[config.mk]
export PLATFORM = sky130hd
export DESIGN_NAME = synapse_segment_engine
export DESIGN_NICKNAME = d
export VERILOG_FILES = /design/src/hdl/sse_pkg.sv /design/src/hdl/synapse_segment_engine.sv /design/src/hdl/sse_datapath.sv /design/src/hdl/sse_controller.sv
export SDC_FILE = /design/constraint.sdc
export NUM_CORES = 2
export LEC_CHECK = 0
export ABC_AREA = 1
export CORE_UTILIZATION = 50
export DETAILED_ROUTE_END_ITERATION = 12
export DONT_BUFFER_PORTS = 1
export PLACE_DENSITY_LB_ADDON = 0.2
export SLEW_MARGIN = 0
export SYNTH_ARGS = -nofsm -noshare
export SYNTH_HDL_FRONTEND = slang
export SYNTH_SLANG_ARGS = --single-unit
export TNS_END_PERCENT = 20
[constraint.sdc]
create_clock -name clock -period 6.5 [get_ports clock]
set_input_delay 1.3 -clock clock [delete_from_list [all_inputs] [get_ports clock]]
set_output_delay 1.3 -clock clock [all_outputs]
set_load 0.02 [all_outputs]
[src/hdl/sse_pkg.sv]
// ----------------------------------------------------------------------------
// sse_pkg
// shared types, codes and sizes for the synapse segment engine
// ----------------------------------------------------------------------------
package sse_pkg;

   localparam int MAX_SYNAPSES = 32;
   localparam int IDX_W        = $clog2(MAX_SYNAPSES);
   localparam int CNT_W        = 6;
   localparam int CELL_W       = 16;
   localparam int PERM_W       = 16;
   localparam int KIND_W       = 3;
   localparam int STAT_W       = 3;
   localparam int ATHR_W       = 6;
   localparam int CSR_IDX_W    = 2;
   localparam int CSR_DATA_W   = 16;

   localparam logic [CNT_W-1:0] MAX_CNT = CNT_W'(MAX_SYNAPSES);

   // operation kinds
   localparam logic [KIND_W-1:0] KIND_ADD   = 3'd0;
   localparam logic [KIND_W-1:0] KIND_MARK  = 3'd1;
   localparam logic [KIND_W-1:0] KIND_EVAL  = 3'd2;
   localparam logic [KIND_W-1:0] KIND_DECAY = 3'd3;
   localparam logic [KIND_W-1:0] KIND_FREE  = 3'd4;

   // result status codes
   localparam logic [STAT_W-1:0] ST_DONE    = 3'd0;
   localparam logic [STAT_W-1:0] ST_FULL    = 3'd1;
   localparam logic [STAT_W-1:0] ST_DUP     = 3'd2;
   localparam logic [STAT_W-1:0] ST_REMOVED = 3'd3;
   localparam logic [STAT_W-1:0] ST_MARKED  = 3'd4;

   // register indexes
   localparam logic [CSR_IDX_W-1:0] CSR_CONNECT = 2'd0;
   localparam logic [CSR_IDX_W-1:0] CSR_ACTIVATE = 2'd1;
   localparam logic [CSR_IDX_W-1:0] CSR_DECAY   = 2'd2;
   localparam logic [CSR_IDX_W-1:0] CSR_PERM_MAX = 2'd3;

   typedef struct packed {
      logic [KIND_W-1:0] kind;
      logic [CELL_W-1:0] src_cell;
      logic [PERM_W-1:0] permanence;
      logic [CNT_W-1:0]  free_count;
   } req_type;

   typedef struct packed {
      logic [STAT_W-1:0] status;
      logic [CELL_W-1:0] removed_cell;
      logic [CNT_W-1:0]  active_count;
      logic [CNT_W-1:0]  connected_active_count;
      logic              segment_active;
      logic [CNT_W-1:0]  connected_total;
      logic [CNT_W-1:0]  entry_count;
      logic              last;
   } rsp_type;

   typedef enum logic [4:0] {
      S_IDLE, S_ADD_SCAN, S_ADD_DECIDE, S_SHIFT, S_PUT, S_MARK, S_EVAL, S_EVAL_FIN,
      S_DECAY, S_FIN, S_FREE_CNT, S_FREE_SETUP, S_SRCH_INIT, S_SRCH, S_PICK,
      S_COMPACT, S_EMIT_RD, S_EMIT_LD
   } state_type;

   typedef enum logic [4:0] {
      DP_NOP, DP_LOAD, DP_ADD_SCAN, DP_ADD_DECIDE, DP_SHIFT, DP_PUT, DP_MARK,
      DP_EVAL, DP_EVAL_FIN, DP_DECAY, DP_FIN, DP_FREE_CNT, DP_FREE_SETUP,
      DP_SRCH_INIT, DP_SRCH, DP_PICK, DP_COMPACT, DP_EMIT_RD, DP_EMIT_LD
   } dp_op_type;

   typedef struct packed {
      dp_op_type op;
   } cmd_type;

   typedef struct packed {
      logic add_stop;
      logic add_ok;
      logic shift_done;
      logic sweep_done;
      logic free_more;
      logic rsp_free;
      logic is_last;
   } dp_status_type;

endpackage

[src/hdl/synapse_segment_engine.sv]
// ----------------------------------------------------------------------------
// synapse_segment_engine
// one segment's ordered synapse table with add, mark, evaluate, decay, free
// ----------------------------------------------------------------------------
//  channel | ports                          | direction | beat
//  req     | req_valid req_stall req_data   | in        | one operation
//  rsp     | rsp_valid rsp_stall rsp_data   | out       | one result
//  csr     | csr_we csr_index csr_wdata     | in        | one register write
//
//  one operation at a time; the table is swept one entry a cycle
//  add scans to the insertion point, then shifts the tail up and puts the new entry
//  mark, evaluate and decay sweep the table once; free counts unmarked entries first
//  free then repeats the search sweep once per freed synapse and compacts the table
//  each result beat is read from the removal queue, then loaded as the result
//  reset empties the table and restores register defaults
//  the last result may wait under rsp_stall while the next req beat is taken
// ----------------------------------------------------------------------------
module synapse_segment_engine (
   input  logic                              clock,
   input  logic                              reset,
   // request channel
   input  logic                              req_valid,
   output logic                              req_stall,
   input  sse_pkg::req_type                  req_data,
   // result channel
   output logic                              rsp_valid,
   input  logic                              rsp_stall,
   output sse_pkg::rsp_type                  rsp_data,
   // register writes
   input  logic                              csr_we,
   input  logic [sse_pkg::CSR_IDX_W-1:0]     csr_index,
   input  logic [sse_pkg::CSR_DATA_W-1:0]    csr_wdata
);
   import sse_pkg::*;

   cmd_type       cmd;
   dp_status_type status;

   // sequencer: walks each operation through its sweeps
   sse_controller u_ctrl (
      .clock     (clock),
      .reset     (reset),
      .req_valid (req_valid),
      .req_kind  (req_data.kind),
      .req_stall (req_stall),
      .status    (status),
      .cmd       (cmd)
   );

   // table, counters and result register
   sse_datapath u_dp (
      .clock     (clock),
      .reset     (reset),
      .req_data  (req_data),
      .csr_we    (csr_we),
      .csr_index (csr_index),
      .csr_wdata (csr_wdata),
      .cmd       (cmd),
      .status    (status),
      .rsp_valid (rsp_valid),
      .rsp_stall (rsp_stall),
      .rsp_data  (rsp_data)
   );

endmodule

[src/hdl/sse_datapath.sv]
// ----------------------------------------------------------------------------
// sse_datapath
// synapse table, counters, removal queue and result register
// ----------------------------------------------------------------------------
module sse_datapath (
   input  logic                              clock,
   input  logic                              reset,
   input  sse_pkg::req_type                  req_data,
   input  logic                              csr_we,
   input  logic [sse_pkg::CSR_IDX_W-1:0]     csr_index,
   input  logic [sse_pkg::CSR_DATA_W-1:0]    csr_wdata,
   input  sse_pkg::cmd_type                  cmd,
   output sse_pkg::dp_status_type            status,
   output logic                              rsp_valid,
   input  logic                              rsp_stall,
   output sse_pkg::rsp_type                  rsp_data
);
   import sse_pkg::*;

   logic [CELL_W-1:0] cell_mem [MAX_SYNAPSES];
   logic [PERM_W-1:0] perm_mem [MAX_SYNAPSES];
   logic [CELL_W-1:0] q_mem    [MAX_SYNAPSES];
   logic [MAX_SYNAPSES-1:0] mark_ff, gone_ff;

   logic [PERM_W-1:0] thr_ff, decay_ff, pmax_ff;
   logic [ATHR_W-1:0] athr_ff;

   req_type           req_ff, req_in;
   logic [CNT_W-1:0]  idx_ff, idx_in, wr_ff, wr_in, pos_ff, pos_in, k_ff, k_in;
   logic [CNT_W-1:0]  cnt_ff, cnt_in, idle_ff, idle_in, act_ff, act_in;
   logic [CNT_W-1:0]  cact_ff, cact_in, qn_ff, qn_in, e_ff, e_in;
   logic [CNT_W-1:0]  total_ff, total_in, conn_ff, conn_in;
   logic              seg_ff, seg_in, use_m_ff, use_m_in, found_ff, found_in;
   logic [STAT_W-1:0] stat_ff, stat_in;
   logic [IDX_W-1:0]  best_ff, best_in;
   logic [PERM_W:0]   bkey_ff, bkey_in;
   logic [PERM_W-1:0] bperm_ff, bperm_in;
   logic [CELL_W-1:0] bcell_ff, bcell_in, qrd_ff;
   logic              rsp_valid_ff, rsp_valid_in;
   rsp_type           rsp_ff, rsp_in;

   logic [CNT_W-1:0]  wr_m1;
   logic [IDX_W-1:0]  rd_addr;
   logic [CELL_W-1:0] cell_rd;
   logic [PERM_W-1:0] perm_rd, perm_dec;
   logic              mark_rd, gone_rd, in_range, rsp_free;
   logic [PERM_W:0]   key;
   logic              eligible;

   logic              mem_we, mark_wd;
   logic [IDX_W-1:0]  mem_wa;
   logic [CELL_W-1:0] cell_wd;
   logic [PERM_W-1:0] perm_wd;
   logic              q_we;
   logic [CELL_W-1:0] q_wd;
   logic [CNT_W-1:0]  want_sat;

   assign wr_m1    = wr_ff - CNT_W'(1);
   assign rd_addr  = (cmd.op == DP_SHIFT) ? wr_m1[IDX_W-1:0] : idx_ff[IDX_W-1:0];
   assign cell_rd  = cell_mem[rd_addr];
   assign perm_rd  = perm_mem[rd_addr];
   assign mark_rd  = mark_ff[rd_addr];
   assign gone_rd  = gone_ff[rd_addr];
   assign in_range = idx_ff < total_ff;
   assign perm_dec = perm_rd - decay_ff;
   assign rsp_free = !rsp_valid_ff || !rsp_stall;
   assign key      = {1'b0, perm_rd} + (mark_rd ? {1'b0, pmax_ff} : {(PERM_W+1){1'b0}});
   assign eligible = in_range && !gone_rd && (!mark_rd || use_m_ff);
   assign want_sat = (req_ff.free_count > total_ff) ? total_ff : req_ff.free_count;

   // status to controller
   always_comb begin
      status.add_stop   = !(in_range && (cell_rd < req_ff.src_cell));
      status.add_ok     = !(in_range && (cell_rd == req_ff.src_cell)) && (total_ff < MAX_CNT);
      status.shift_done = (wr_ff <= pos_ff);
      status.sweep_done = !in_range;
      status.free_more  = (k_ff < cnt_ff);
      status.rsp_free   = rsp_free;
      status.is_last    = (e_ff == qn_ff);
   end

   // table write port
   always_comb begin
      mem_we  = 1'b0;
      mem_wa  = wr_ff[IDX_W-1:0];
      cell_wd = cell_rd;
      perm_wd = perm_rd;
      mark_wd = mark_rd;
      q_we    = 1'b0;
      q_wd    = cell_rd;
      unique case (cmd.op)
         DP_SHIFT: begin
            mem_we = (wr_ff > pos_ff);
         end
         DP_PUT: begin
            mem_we  = 1'b1;
            mem_wa  = pos_ff[IDX_W-1:0];
            cell_wd = req_ff.src_cell;
            perm_wd = req_ff.permanence;
            mark_wd = 1'b0;
         end
         DP_DECAY: begin
            mem_we  = in_range && (perm_rd > decay_ff);
            perm_wd = perm_dec;
            q_we    = in_range && (perm_rd <= decay_ff);
         end
         DP_COMPACT: begin
            mem_we = in_range && !gone_rd;
         end
         DP_PICK: begin
            q_we = found_ff;
            q_wd = bcell_ff;
         end
         default: begin
         end
      endcase
   end

   always_ff @(posedge clock) begin
      if (mem_we) begin
         cell_mem[mem_wa] <= cell_wd;
         perm_mem[mem_wa] <= perm_wd;
      end
      if (q_we) begin
         q_mem[qn_ff[IDX_W-1:0]] <= q_wd;
      end
      if (cmd.op == DP_EMIT_RD) begin
         qrd_ff <= q_mem[e_ff[IDX_W-1:0]];
      end
   end

   // marks and removal flags
   always_ff @(posedge clock) begin
      if (reset) begin
         mark_ff <= '0;
         gone_ff <= '0;
      end else begin
         if (cmd.op == DP_EVAL_FIN) begin
            mark_ff <= '0;
         end else if (cmd.op == DP_MARK) begin
            if (in_range && (cell_rd == req_ff.src_cell)) begin
               mark_ff[idx_ff[IDX_W-1:0]] <= 1'b1;
            end
         end else if (mem_we) begin
            mark_ff[mem_wa] <= mark_wd;
         end
         if (cmd.op == DP_LOAD) begin
            gone_ff <= '0;
         end else if ((cmd.op == DP_PICK) && found_ff) begin
            gone_ff[best_ff] <= 1'b1;
         end
      end
   end

   // configuration registers
   always_ff @(posedge clock) begin
      if (reset) begin
         thr_ff   <= 16'd16384;
         athr_ff  <= 6'd8;
         decay_ff <= 16'd33;
         pmax_ff  <= 16'd32768;
      end else if (csr_we) begin
         unique case (csr_index)
            CSR_CONNECT:  thr_ff   <= csr_wdata;
            CSR_ACTIVATE: athr_ff  <= csr_wdata[ATHR_W-1:0];
            CSR_DECAY:    decay_ff <= csr_wdata;
            CSR_PERM_MAX: pmax_ff  <= csr_wdata;
         endcase
      end
   end

   // counters and result
   always_comb begin
      req_in       = req_ff;
      idx_in       = idx_ff;
      wr_in        = wr_ff;
      pos_in       = pos_ff;
      k_in         = k_ff;
      cnt_in       = cnt_ff;
      idle_in      = idle_ff;
      act_in       = act_ff;
      cact_in      = cact_ff;
      qn_in        = qn_ff;
      e_in         = e_ff;
      total_in     = total_ff;
      conn_in      = conn_ff;
      seg_in       = seg_ff;
      use_m_in     = use_m_ff;
      found_in     = found_ff;
      stat_in      = stat_ff;
      best_in      = best_ff;
      bkey_in      = bkey_ff;
      bperm_in     = bperm_ff;
      bcell_in     = bcell_ff;
      rsp_in       = rsp_ff;
      rsp_valid_in = rsp_valid_ff && rsp_stall;
      unique case (cmd.op)
         DP_LOAD: begin
            req_in  = req_data;
            idx_in  = '0;
            wr_in   = '0;
            k_in    = '0;
            idle_in = '0;
            act_in  = '0;
            cact_in = '0;
            qn_in   = '0;
            e_in    = '0;
            seg_in  = 1'b0;
            found_in = 1'b0;
            stat_in = ST_DONE;
         end
         DP_ADD_SCAN: begin
            if (in_range && (cell_rd < req_ff.src_cell)) idx_in = idx_ff + CNT_W'(1);
         end
         DP_ADD_DECIDE: begin
            pos_in = idx_ff;
            wr_in  = total_ff;
            if (in_range && (cell_rd == req_ff.src_cell)) stat_in = ST_DUP;
            else if (total_ff >= MAX_CNT)                stat_in = ST_FULL;
         end
         DP_SHIFT: begin
            if (wr_ff > pos_ff) wr_in = wr_m1;
         end
         DP_PUT: begin
            total_in = total_ff + CNT_W'(1);
            if ((req_ff.permanence >= thr_ff) && (conn_ff < MAX_CNT))
               conn_in = conn_ff + CNT_W'(1);
         end
         DP_MARK: begin
            if (in_range && (cell_rd == req_ff.src_cell)) stat_in = ST_MARKED;
            idx_in = idx_ff + CNT_W'(1);
         end
         DP_EVAL: begin
            if (in_range && mark_rd) begin
               act_in = act_ff + CNT_W'(1);
               if (perm_rd >= thr_ff) cact_in = cact_ff + CNT_W'(1);
            end
            idx_in = idx_ff + CNT_W'(1);
         end
         DP_EVAL_FIN: begin
            seg_in = (cact_ff >= athr_ff);
         end
         DP_DECAY: begin
            if (in_range) begin
               if (perm_rd <= decay_ff) begin
                  if ((perm_rd >= thr_ff) && (conn_ff != '0)) conn_in = conn_ff - CNT_W'(1);
                  qn_in = qn_ff + CNT_W'(1);
               end else begin
                  wr_in = wr_ff + CNT_W'(1);
                  if ((perm_rd >= thr_ff) && (perm_dec < thr_ff) && (conn_ff != '0))
                     conn_in = conn_ff - CNT_W'(1);
               end
            end
            idx_in = idx_ff + CNT_W'(1);
         end
         DP_FIN: begin
            total_in = wr_ff;
         end
         DP_FREE_CNT: begin
            if (in_range && !mark_rd) idle_in = idle_ff + CNT_W'(1);
            idx_in = idx_ff + CNT_W'(1);
         end
         DP_FREE_SETUP: begin
            cnt_in   = want_sat;
            use_m_in = (idle_ff < want_sat);
         end
         DP_SRCH_INIT: begin
            idx_in   = '0;
            wr_in    = '0;
            found_in = 1'b0;
         end
         DP_SRCH: begin
            if (eligible && (!found_ff || (key < bkey_ff))) begin
               found_in = 1'b1;
               best_in  = idx_ff[IDX_W-1:0];
               bkey_in  = key;
               bperm_in = perm_rd;
               bcell_in = cell_rd;
            end
            idx_in = idx_ff + CNT_W'(1);
         end
         DP_PICK: begin
            if (found_ff) begin
               if ((bperm_ff >= thr_ff) && (conn_ff != '0)) conn_in = conn_ff - CNT_W'(1);
               qn_in = qn_ff + CNT_W'(1);
               k_in  = k_ff + CNT_W'(1);
            end else begin
               k_in = cnt_ff;
            end
         end
         DP_COMPACT: begin
            if (in_range && !gone_rd) wr_in = wr_ff + CNT_W'(1);
            idx_in = idx_ff + CNT_W'(1);
         end
         DP_EMIT_LD: begin
            if (rsp_free) begin
               rsp_valid_in                  = 1'b1;
               rsp_in.status                 = (e_ff < qn_ff) ? ST_REMOVED : stat_ff;
               rsp_in.removed_cell           = (e_ff < qn_ff) ? qrd_ff : '0;
               rsp_in.active_count           = act_ff;
               rsp_in.connected_active_count = cact_ff;
               rsp_in.segment_active         = seg_ff;
               rsp_in.connected_total        = conn_ff;
               rsp_in.entry_count            = total_ff;
               rsp_in.last                   = (e_ff == qn_ff);
               e_in                          = e_ff + CNT_W'(1);
            end
         end
         default: begin
         end
      endcase
   end

   always_ff @(posedge clock) begin
      if (reset) begin
         idx_ff       <= '0;
         wr_ff        <= '0;
         pos_ff       <= '0;
         k_ff         <= '0;
         cnt_ff       <= '0;
         idle_ff      <= '0;
         act_ff       <= '0;
         cact_ff      <= '0;
         qn_ff        <= '0;
         e_ff         <= '0;
         total_ff     <= '0;
         conn_ff      <= '0;
         seg_ff       <= 1'b0;
         use_m_ff     <= 1'b0;
         found_ff     <= 1'b0;
         stat_ff      <= ST_DONE;
         rsp_valid_ff <= 1'b0;
      end else begin
         idx_ff       <= idx_in;
         wr_ff        <= wr_in;
         pos_ff       <= pos_in;
         k_ff         <= k_in;
         cnt_ff       <= cnt_in;
         idle_ff      <= idle_in;
         act_ff       <= act_in;
         cact_ff      <= cact_in;
         qn_ff        <= qn_in;
         e_ff         <= e_in;
         total_ff     <= total_in;
         conn_ff      <= conn_in;
         seg_ff       <= seg_in;
         use_m_ff     <= use_m_in;
         found_ff     <= found_in;
         stat_ff      <= stat_in;
         rsp_valid_ff <= rsp_valid_in;
      end
   end

   always_ff @(posedge clock) begin
      req_ff   <= req_in;
      best_ff  <= best_in;
      bkey_ff  <= bkey_in;
      bperm_ff <= bperm_in;
      bcell_ff <= bcell_in;
      rsp_ff   <= rsp_in;
   end

   assign rsp_valid = rsp_valid_ff;
   assign rsp_data  = rsp_ff;

endmodule

[src/hdl/sse_controller.sv]
// ----------------------------------------------------------------------------
// sse_controller
// sequencer for the segment operations
// ----------------------------------------------------------------------------
module sse_controller (
   input  logic                          clock,
   input  logic                          reset,
   input  logic                          req_valid,
   input  logic [sse_pkg::KIND_W-1:0]    req_kind,
   output logic                          req_stall,
   input  sse_pkg::dp_status_type        status,
   output sse_pkg::cmd_type              cmd
);
   import sse_pkg::*;

   state_type state_ff, state_in;

   always_ff @(posedge clock) begin
      if (reset) begin
         state_ff <= S_IDLE;
      end else begin
         state_ff <= state_in;
      end
   end

   assign req_stall = (state_ff != S_IDLE);

   always_comb begin
      state_in = state_ff;
      cmd.op   = DP_NOP;
      unique case (state_ff)
         S_IDLE: begin
            if (req_valid) begin
               cmd.op = DP_LOAD;
               unique case (req_kind)
                  KIND_ADD:   state_in = S_ADD_SCAN;
                  KIND_MARK:  state_in = S_MARK;
                  KIND_EVAL:  state_in = S_EVAL;
                  KIND_DECAY: state_in = S_DECAY;
                  KIND_FREE:  state_in = S_FREE_CNT;
                  default:    state_in = S_EMIT_RD;
               endcase
            end
         end
         S_ADD_SCAN: begin
            cmd.op = DP_ADD_SCAN;
            if (status.add_stop) state_in = S_ADD_DECIDE;
         end
         S_ADD_DECIDE: begin
            cmd.op   = DP_ADD_DECIDE;
            state_in = status.add_ok ? S_SHIFT : S_EMIT_RD;
         end
         S_SHIFT: begin
            cmd.op = DP_SHIFT;
            if (status.shift_done) state_in = S_PUT;
         end
         S_PUT: begin
            cmd.op   = DP_PUT;
            state_in = S_EMIT_RD;
         end
         S_MARK: begin
            if (status.sweep_done) state_in = S_EMIT_RD;
            else                   cmd.op   = DP_MARK;
         end
         S_EVAL: begin
            if (status.sweep_done) state_in = S_EVAL_FIN;
            else                   cmd.op   = DP_EVAL;
         end
         S_EVAL_FIN: begin
            cmd.op   = DP_EVAL_FIN;
            state_in = S_EMIT_RD;
         end
         S_DECAY: begin
            if (status.sweep_done) state_in = S_FIN;
            else                   cmd.op   = DP_DECAY;
         end
         S_FIN: begin
            cmd.op   = DP_FIN;
            state_in = S_EMIT_RD;
         end
         S_FREE_CNT: begin
            if (status.sweep_done) state_in = S_FREE_SETUP;
            else                   cmd.op   = DP_FREE_CNT;
         end
         S_FREE_SETUP: begin
            cmd.op   = DP_FREE_SETUP;
            state_in = S_SRCH_INIT;
         end
         S_SRCH_INIT: begin
            cmd.op   = DP_SRCH_INIT;
            state_in = status.free_more ? S_SRCH : S_COMPACT;
         end
         S_SRCH: begin
            if (status.sweep_done) state_in = S_PICK;
            else                   cmd.op   = DP_SRCH;
         end
         S_PICK: begin
            cmd.op   = DP_PICK;
            state_in = S_SRCH_INIT;
         end
         S_COMPACT: begin
            if (status.sweep_done) state_in = S_FIN;
            else                   cmd.op   = DP_COMPACT;
         end
         S_EMIT_RD: begin
            cmd.op   = DP_EMIT_RD;
            state_in = S_EMIT_LD;
         end
         S_EMIT_LD: begin
            cmd.op = DP_EMIT_LD;
            if (status.rsp_free) state_in = status.is_last ? S_IDLE : S_EMIT_RD;
         end
         default: begin
            state_in = S_IDLE;
         end
      endcase
   end

endmodule

# Word-level counts from Yosys, hierarchy flattened
# Memories as Yosys holds them, arrays and structs flattened. A register that Yosys moved wholly into a read port is not among the register bits.
# Cells that the tools add are included.
[classes]
n_addsub = 14
magnitude_cmp = 26
eq_ne = 71
muxes = 90
bitwise = 2
n_reduce_logical = 72
[ops]
columns = ["cell", "count"]
rows = [
  ["$mux 6", 22],
  ["$mux 32", 3],
  ["$pmux 5 s18", 1],
  ["$eq 5x4->1 const B", 16],
  ["$pmux 6 s2", 6],
  ["$mux 5", 14],
  ["$pmux 5 s14", 1],
  ["$or 32x32->32", 2],
  ["$add 6x1->6 const B", 10],
  ["$pmux 6 s3", 3],
  ["$ge 16x16->1", 3],
  ["$mux 16", 3],
  ["$eq 5x3->1 const B", 8],
  ["$bwmux 32", 1],
  ["$lt 16x16->1", 2],
  ["$pmux 16 s2", 1],
  ["$pmux 6 s5", 1],
  ["$eq 5x5->1 const B", 5],
  ["$pmux 5 s5", 1],
  ["$lt 5x6->1 const B", 4],
  ["$lt 6x6->1", 4],
  ["$ne 2x1->1 const B", 12],
  ["$ne 2x2->1 const B", 12],
  ["$reduce_and 2->1", 12],
  ["other kinds (50)", 128],
]
[word_totals]
regBits = 339
mem_bits_rw = 1536
input_bits = 64
elab_cells = 317
mem_count = 3
[memory_table]
columns = ["name", "words", "width", "rd", "rd_ports_with_merged_regs", "write_ports", "line_no", "rtl"]
rows = [
  ["u_dp.cell_mem", 32, 16, 1, 0, 1, "sse_datapath.sv:20", "logic [CELL_W-1:0] cell_mem [MAX_SYNAPSES];"],
  ["u_dp.perm_mem", 32, 16, 1, 0, 1, "sse_datapath.sv:21", "logic [PERM_W-1:0] perm_mem [MAX_SYNAPSES];"],
  ["u_dp.q_mem", 32, 16, 1, 1, 1, "sse_datapath.sv:22", "logic [CELL_W-1:0] q_mem [MAX_SYNAPSES];"],
]

# Logic depth before layout (Yosys ltp)
[depth]
word_depth = 14
depth_mapped = 41
depth_no_buf = 38

# Cells and area by module
# Synthesis repeated with hierarchy kept, for this count alone.
[hier_totals]
cells_unflattened = 7124
area_unflattened_um2 = 81096.5
[by_module_without_submodules]
columns = ["mod", "n_inst", "cells_each", "area_each_um2", "seq_area_each_um2"]
rows = [
  ["sse_datapath", 1, 6983, 80327.0, 54662.4],
  ["sse_controller", 1, 141, 769.5, 100.1],
]

# Worst setup path before layout
# OpenSTA, ideal clock, no wires.
[synth_timing]
path_type = "register to register"
startpoint = "register u_dp.wr_ff[0]"
endpoint = "register u_dp.bcell_ff[0] (enable)"
setup_ns = 0.408
t_arrival_ns = 6.119
required_ns = 6.092
path_slack_ns = -0.028
stages_incl_launch_ff = 37
n_path_buf = 3
synth_period_minus_slack_ns = 6.528
cell_sequence = "dfxtp_1 -> inv_1 -> ha_1 -> xnor2_1 -> nor2_1 -> a21oi_4 -> inv_2 -> buf_4 -> buf_2 -> buf_2 -> o221ai_1 -> o211ai_1 -> nand3_1 -> nand2_1 -> inv_1 -> ha_1 -> fa_1 -> a21oi_1 -> o21bai_1 -> nand2_1 -> o211ai_1 -> a21oi_1 -> o21ai_0 -> a21oi_1 -> nor2_1 -> nor2_1 -> xor2_1 -> inv_1 -> ha_1 -> a21oi_1 -> o21ai_0 -> a21oi_1 -> a21boi_0 -> o41ai_1 -> a21boi_0 -> nand3_1 -> inv_1"
[synth_between]
word_cells_on_any_way = 18
classes_between = "add/sub: 2; order compare: 1; mux: 6; reduce/logical: 8; memory: 1"
[synth_rtl]
columns = ["element", "line_no", "rtl"]
rows = [
  ["from (decl)", "sse_datapath.sv:29", "logic [CNT_W-1:0] idx_ff, idx_in, wr_ff, wr_in, pos_ff, pos_in, k_ff, k_in;"],
  ["from (signal assigned)", "sse_datapath.sv:335", "wr_ff <= wr_in;"],
  ["$sub 6x1->6", "sse_datapath.sv:58", "assign wr_m1 = wr_ff - CNT_W'(1);"],
  ["$mux 5", "sse_datapath.sv:59", "assign rd_addr = (cmd.op == DP_SHIFT) ? wr_m1[IDX_W-1:0] : idx_ff[IDX_W-1:0];"],
  ["$mem_v2 32x16", "--", ""],
  ["via u_dp.perm_rd[0]", "sse_datapath.sv:45", "logic [PERM_W-1:0] perm_rd, perm_dec;"],
  ["$add 16x17->17", "sse_datapath.sv:67", "assign key = {1'b0, perm_rd} + (mark_rd ? {1'b0, pmax_ff} : {(PERM_W+1){1'b0}});"],
  ["via u_dp.key[12]", "sse_datapath.sv:47", "logic [PERM_W:0] key;"],
  ["$lt 17x17->1", "sse_datapath.sv:273", "if (eligible && (!found_ff || (key < bkey_ff))) begin"],
  ["$logic_or 1x1->1", "sse_datapath.sv:273", ""],
  ["$logic_and 1x1->1", "sse_datapath.sv:273", ""],
  ["$reduce_and 2->1 (no source line)", "--", ""],
  ["to (signal assigned)", "sse_datapath.sv:359", "bcell_ff <= bcell_in;"],
  ["to (decl)", "sse_datapath.sv:38", "logic [CELL_W-1:0] bcell_ff, bcell_in, qrd_ff;"],
]
# The timed path passes the listed nets, and every way through them passes these cells. The select of a mux whose other input is x is not followed.
# A chain may end at the register's enable or synchronous reset.

# Worst setup path after layout
[layout_timing]
startpoint = "register u_ctrl.state_ff[3]"
endpoint = "register u_dp.bcell_ff[6] (enable)"
[layout_between]
word_cells_on_any_way = 38
classes_between = "add/sub: 1; order compare: 1; eq/ne: 19; mux: 7; reduce/logical: 9; memory: 1"
[layout_rtl]
columns = ["element", "line_no", "rtl"]
rows = [
  ["from (decl)", "sse_controller.sv:16", "state_type state_ff, state_in;"],
  ["from (signal assigned)", "sse_controller.sv:22", "state_ff <= state_in;"],
  ["$eq 5x5->1, or another cell as far along", "sse_controller.sv:31", "unique case (state_ff)"],
  ["$pmux 5 s18 (*)", "sse_controller.sv:31", ""],
  ["$eq 5x3->1 (*)", "sse_datapath.sv:59", ""],
  ["$mux 5 (*)", "sse_datapath.sv:59", ""],
  ["$mem_v2 32x16 (*)", "--", ""],
  ["via u_dp.perm_rd[8]", "sse_datapath.sv:45", ""],
  ["$add 16x17->17 (*)", "sse_datapath.sv:67", ""],
  ["via u_dp.key[15]", "sse_datapath.sv:47", ""],
  ["$lt 17x17->1 (*)", "sse_datapath.sv:273", ""],
  ["$logic_or 1x1->1 (*)", "sse_datapath.sv:273", ""],
  ["$logic_and 1x1->1 (*)", "sse_datapath.sv:273", ""],
  ["$reduce_and 2->1 (no source line) (*)", "--", ""],
]
# The timed path passes the listed nets; every way through them passes the cells marked *. The select of a mux whose other input is x is not followed.

==> metrics <==
Detailed Route Iter0 Violations=7,135; largest cells by area after synthesis=sky130_fd_sc_hd__edfxtp_1, sky130_fd_sc_hd__o21ai_0, sky130_fd_sc_hd__nor2_1; total standard cell area after synthesis=80,870 um^2; largest net degree at the start of global routing=221; full die area=163,400 um^2; Row Count=147; register share of total power=0.427; leakage dissipation=31.48 nW; Power Internal=24.98 mW; share of the synthesized area in the top cell type=0.6272; drc violations=0; Slowest cell on crit path=sky130_fd_sc_hd__dfxtp_1; switching part of the total power=0.3408; Synth Area in XOR/XNOR=0.005585; Fillers=13,000; async set-reset flop share out of synthesis=0; power density relative to cell area=between 400 and 500 nW/um^2; # port buffers=0; global-route wire length before repair=340.8 mm; largest family of logic cells by synthesized area=compound AO/OA/AOI/OAI gates; fraction of the mapped netlist area in compound gates=0.1293; Post-Synthesis Net Count=7,299; clock share of power=0.294; number of placed I/O pins=111; clk sink count=1,891; fraction of the mapped netlist area in simple logic gates=0.1185; Max Root-Sink Buffers=3; number of global-route vias before repair=53,120; final worst clock skew=0.06204 ns; endpoint arrival time on the critical path=around 6.7 ns; upper clock frequency limit=approximately 160 MHz; initial antenna violation count=2; number of detailed-route iterations in the first pass=6; Peak supply drop=0.0004575 V; weighted congestion reported at the end of routability-driven placement=between 0.9 and 1; final hold violations=0; ratio of routed vias to standard cells=6.025; total CTS buffers=194; overflow left after global routing=0; Overall Power=37.90 mW; setup slack of the most critical reg-to-reg path=around 0.33 ns; post-detailed-route count of antenna-violating nets=0; source-to-sink clock delay at the later pin of the worst-skew pair=0.84 ns; relative area change from synthesis to final layout=13.58%; CP Max Fanout=35; clock tree root buffer cell=sky130_fd_sc_hd__clkbuf_16; actual slew at the worst max-slew pin=1.344 ns; n_diodes=0; Chip Height=404.2 um; share of post-route cells with drive strength above 1=0.09750; Crit. End Element=flop; count of mapped cells out of synthesis=between 7,000 and 8,000; post-synthesis adder-cell area fraction=0.02967; critical path class=flop to flop; count of flip-flops with a built-in enable after synthesis=around 1,700; share of power burned in combinational logic=0.279; clock slew at reported path FFs=0.06 ns; total number of yosys warnings=0; number of library cell types mapped by synthesis=60; fin crit share=0.9498; total number of H-tree levels=4; longest individual stage delay on the worst path=0.35 ns; CTS tree=done; nature of the critical path startpoint=flop; Initial Util=0.5037; final period demand of the worst path=6.173 ns; width of the die=404.2 um; global-route usage over all layers=0.2772; post-synthesis cell type with the largest combined area=sky130_fd_sc_hd__edfxtp_1; path type of the worst min-delay path=flop to flop; Seq/Total Area, Yosys=0.6772; top flip-flop cell by instance count after synthesis=sky130_fd_sc_hd__edfxtp_1; Final Slew Violations=0; synthesized area per cell=11.48 um^2; area of the placeable core=about 160,000 um^2; count of endpoints failing setup in the final report=0; final core utilization=0.5720; detail-routed net length per standard cell=about 25 um; flip-flop and latch count after synthesis=about 1,900; Final #Nets=7,379; dpl hpwl=around 140 mm; required time of the worst setup path=7.02 ns; switching pwr=12.92 mW; count of vias placed by the detailed router=about 57,000; max_cap viols=0; max_slew headroom=0.1041; post-synthesis mux area share=0; WL final=233.6 mm; result of the run=finished, final reports clean
layer usage:
metal / track usage / wire, um
met2: 0.4440 / 109200
met4: 0.1053 / 8741
met5: 0 / 9
met3: 0.03905 / 19630
met1: 0.3847 / 96050
final cells by class:
| class | count | area (um^2) | area share |
|---|---|---|---|
| flip-flops and latches | 1891 | 54770 | 0.5963 |
| multi-input cells | 4386 | 23440 | 0.2552 |
| clock buffers | 270 | 5359 | 0.05834 |
| repair buffers | 291 | 3192 | 0.03475 |
| well taps | 2160 | 2703 | 0.02942 |
| inverters | 361 | 1373 | 0.01494 |
| clock inverters | 93 | 1008 | 0.01098 |
timing repair:
item | CTS | global route
hold buffers | 0 | 0
setup endpoints to repair | 54 | 943
pin swaps | 2 | 8
endpoints found under the hold margin | 0 | 0
setup buffers | 0 | 13
cloned | 1 | 11
gates resized for setup | 1 | 37
through the flow:
stage	std cells	area [um^2]	setup TNS, ns	hold WS (ns)	setup slack (ns)
floorplan	7045	80870	0	0.4082	0.2979
global placement	9063	84980	0	0.4202	0.08413
detailed placement	9063	84980	0	0.4213	0.007797
CTS	9427	91360	0	0.4325	0.009365
global route	9452	91850	-1.460	0.4427	-0.06174
finish	9452	91850	0	0.4308	0.3266
cell usage after synthesis (all sizes together) (2+ instances only):
library cell	count
nor3b	3
or2	8
nor4	3
dfxtp	202
nor3	33
edfxtp	1689
a21boi	12
inv	354
ha	187
a21o	2
a211oi	12
clkbuf	260
xnor2	12
nand3	371
o22ai	165
buf	153
a21oi	289
nand4	39
nand2	779
o22a	8
a31oi	14
o221ai	218
and3	3
nand3b	3
a311oi	2
o21bai	8
a22oi	12
nor2	1109
fa	3
o2111ai	3
o21a	25
clkinv	7
and2	2
o211ai	58
xor2	37
o21ai	955
flip-flops by register name, indices dropped and copies added, names as in the netlist, 17 cells and up:
signal         cells
u_dp.bkey_ff      17
u_dp.gone_ff      32
u_dp.mark_ff      32
u_dp.perm_mem    512
u_dp.cell_mem    512
u_dp.q_mem       512
u_dp.req_ff       38
u_dp.rsp_data     45
worst max-delay path, delay by kind of cell, from the launching register on:
family	cells	cell delay, ns
and+or+nand+nor	9	1.04
AOI/OAI and AO/OA	12	1.99
buffers and inverters	9	1.62
xor gates and xnor gates	1	0.22
DFF	1	0.35
adders and majority gates	2	0.56
logic make-up after synthesis:
| logic type | Yosys count |
|---|---|
| AO/OA/AOI/OAI | 1787 |
| XOR/XNOR | 50 |
| adder cells (fa/ha/maj) | 190 |
| buffers and inverters | 774 |
| flip-flops | 1891 |
| AND/OR/NAND/NOR | 2353 |
cells in the final DEF (no fill, tap or decap), drive strengths merged, types with 14 or more instances in the layout:
master,Yosys,layout
a21oi,289,289
a31oi,14,14
buf,153,285
bufinv,0,15
clkbuf,260,276
clkinv,7,76
dfxtp,202,202
edfxtp,1689,1689
ha,187,187
inv,354,356
nand2,779,783
nand3,371,372
nand4,39,39
nor2,1109,1109
nor3,33,33
o211ai,58,58
o21a,25,25
o21ai,955,956
o221ai,218,218
o22ai,165,165
xor2,37,37
power groups by stage:
stage	combinational (mW)	clock (mW)	sequential, mW
floorplan	6.30	0	16.3
global placement	10.0	0	16.4
detailed placement	10.3	0	16.4
CTS	10.3	11.2	16.2
global route	11.5	11.7	16.2
finish	10.6	11.1	16.2
worst paths after layout:
check                          start           endpoint  cells past startpoint
setup reg to reg  u_ctrl.state_ff[3]   u_dp.bcell_ff[6]                     33
hold / removal        u_dp.act_ff[3]  u_dp.rsp_data[23]                      0
hold reg to reg       u_dp.act_ff[3]  u_dp.rsp_data[23]                      0
setup / recovery  u_ctrl.state_ff[3]   u_dp.bcell_ff[6]                     33
(Power assumes the default switching activity.)
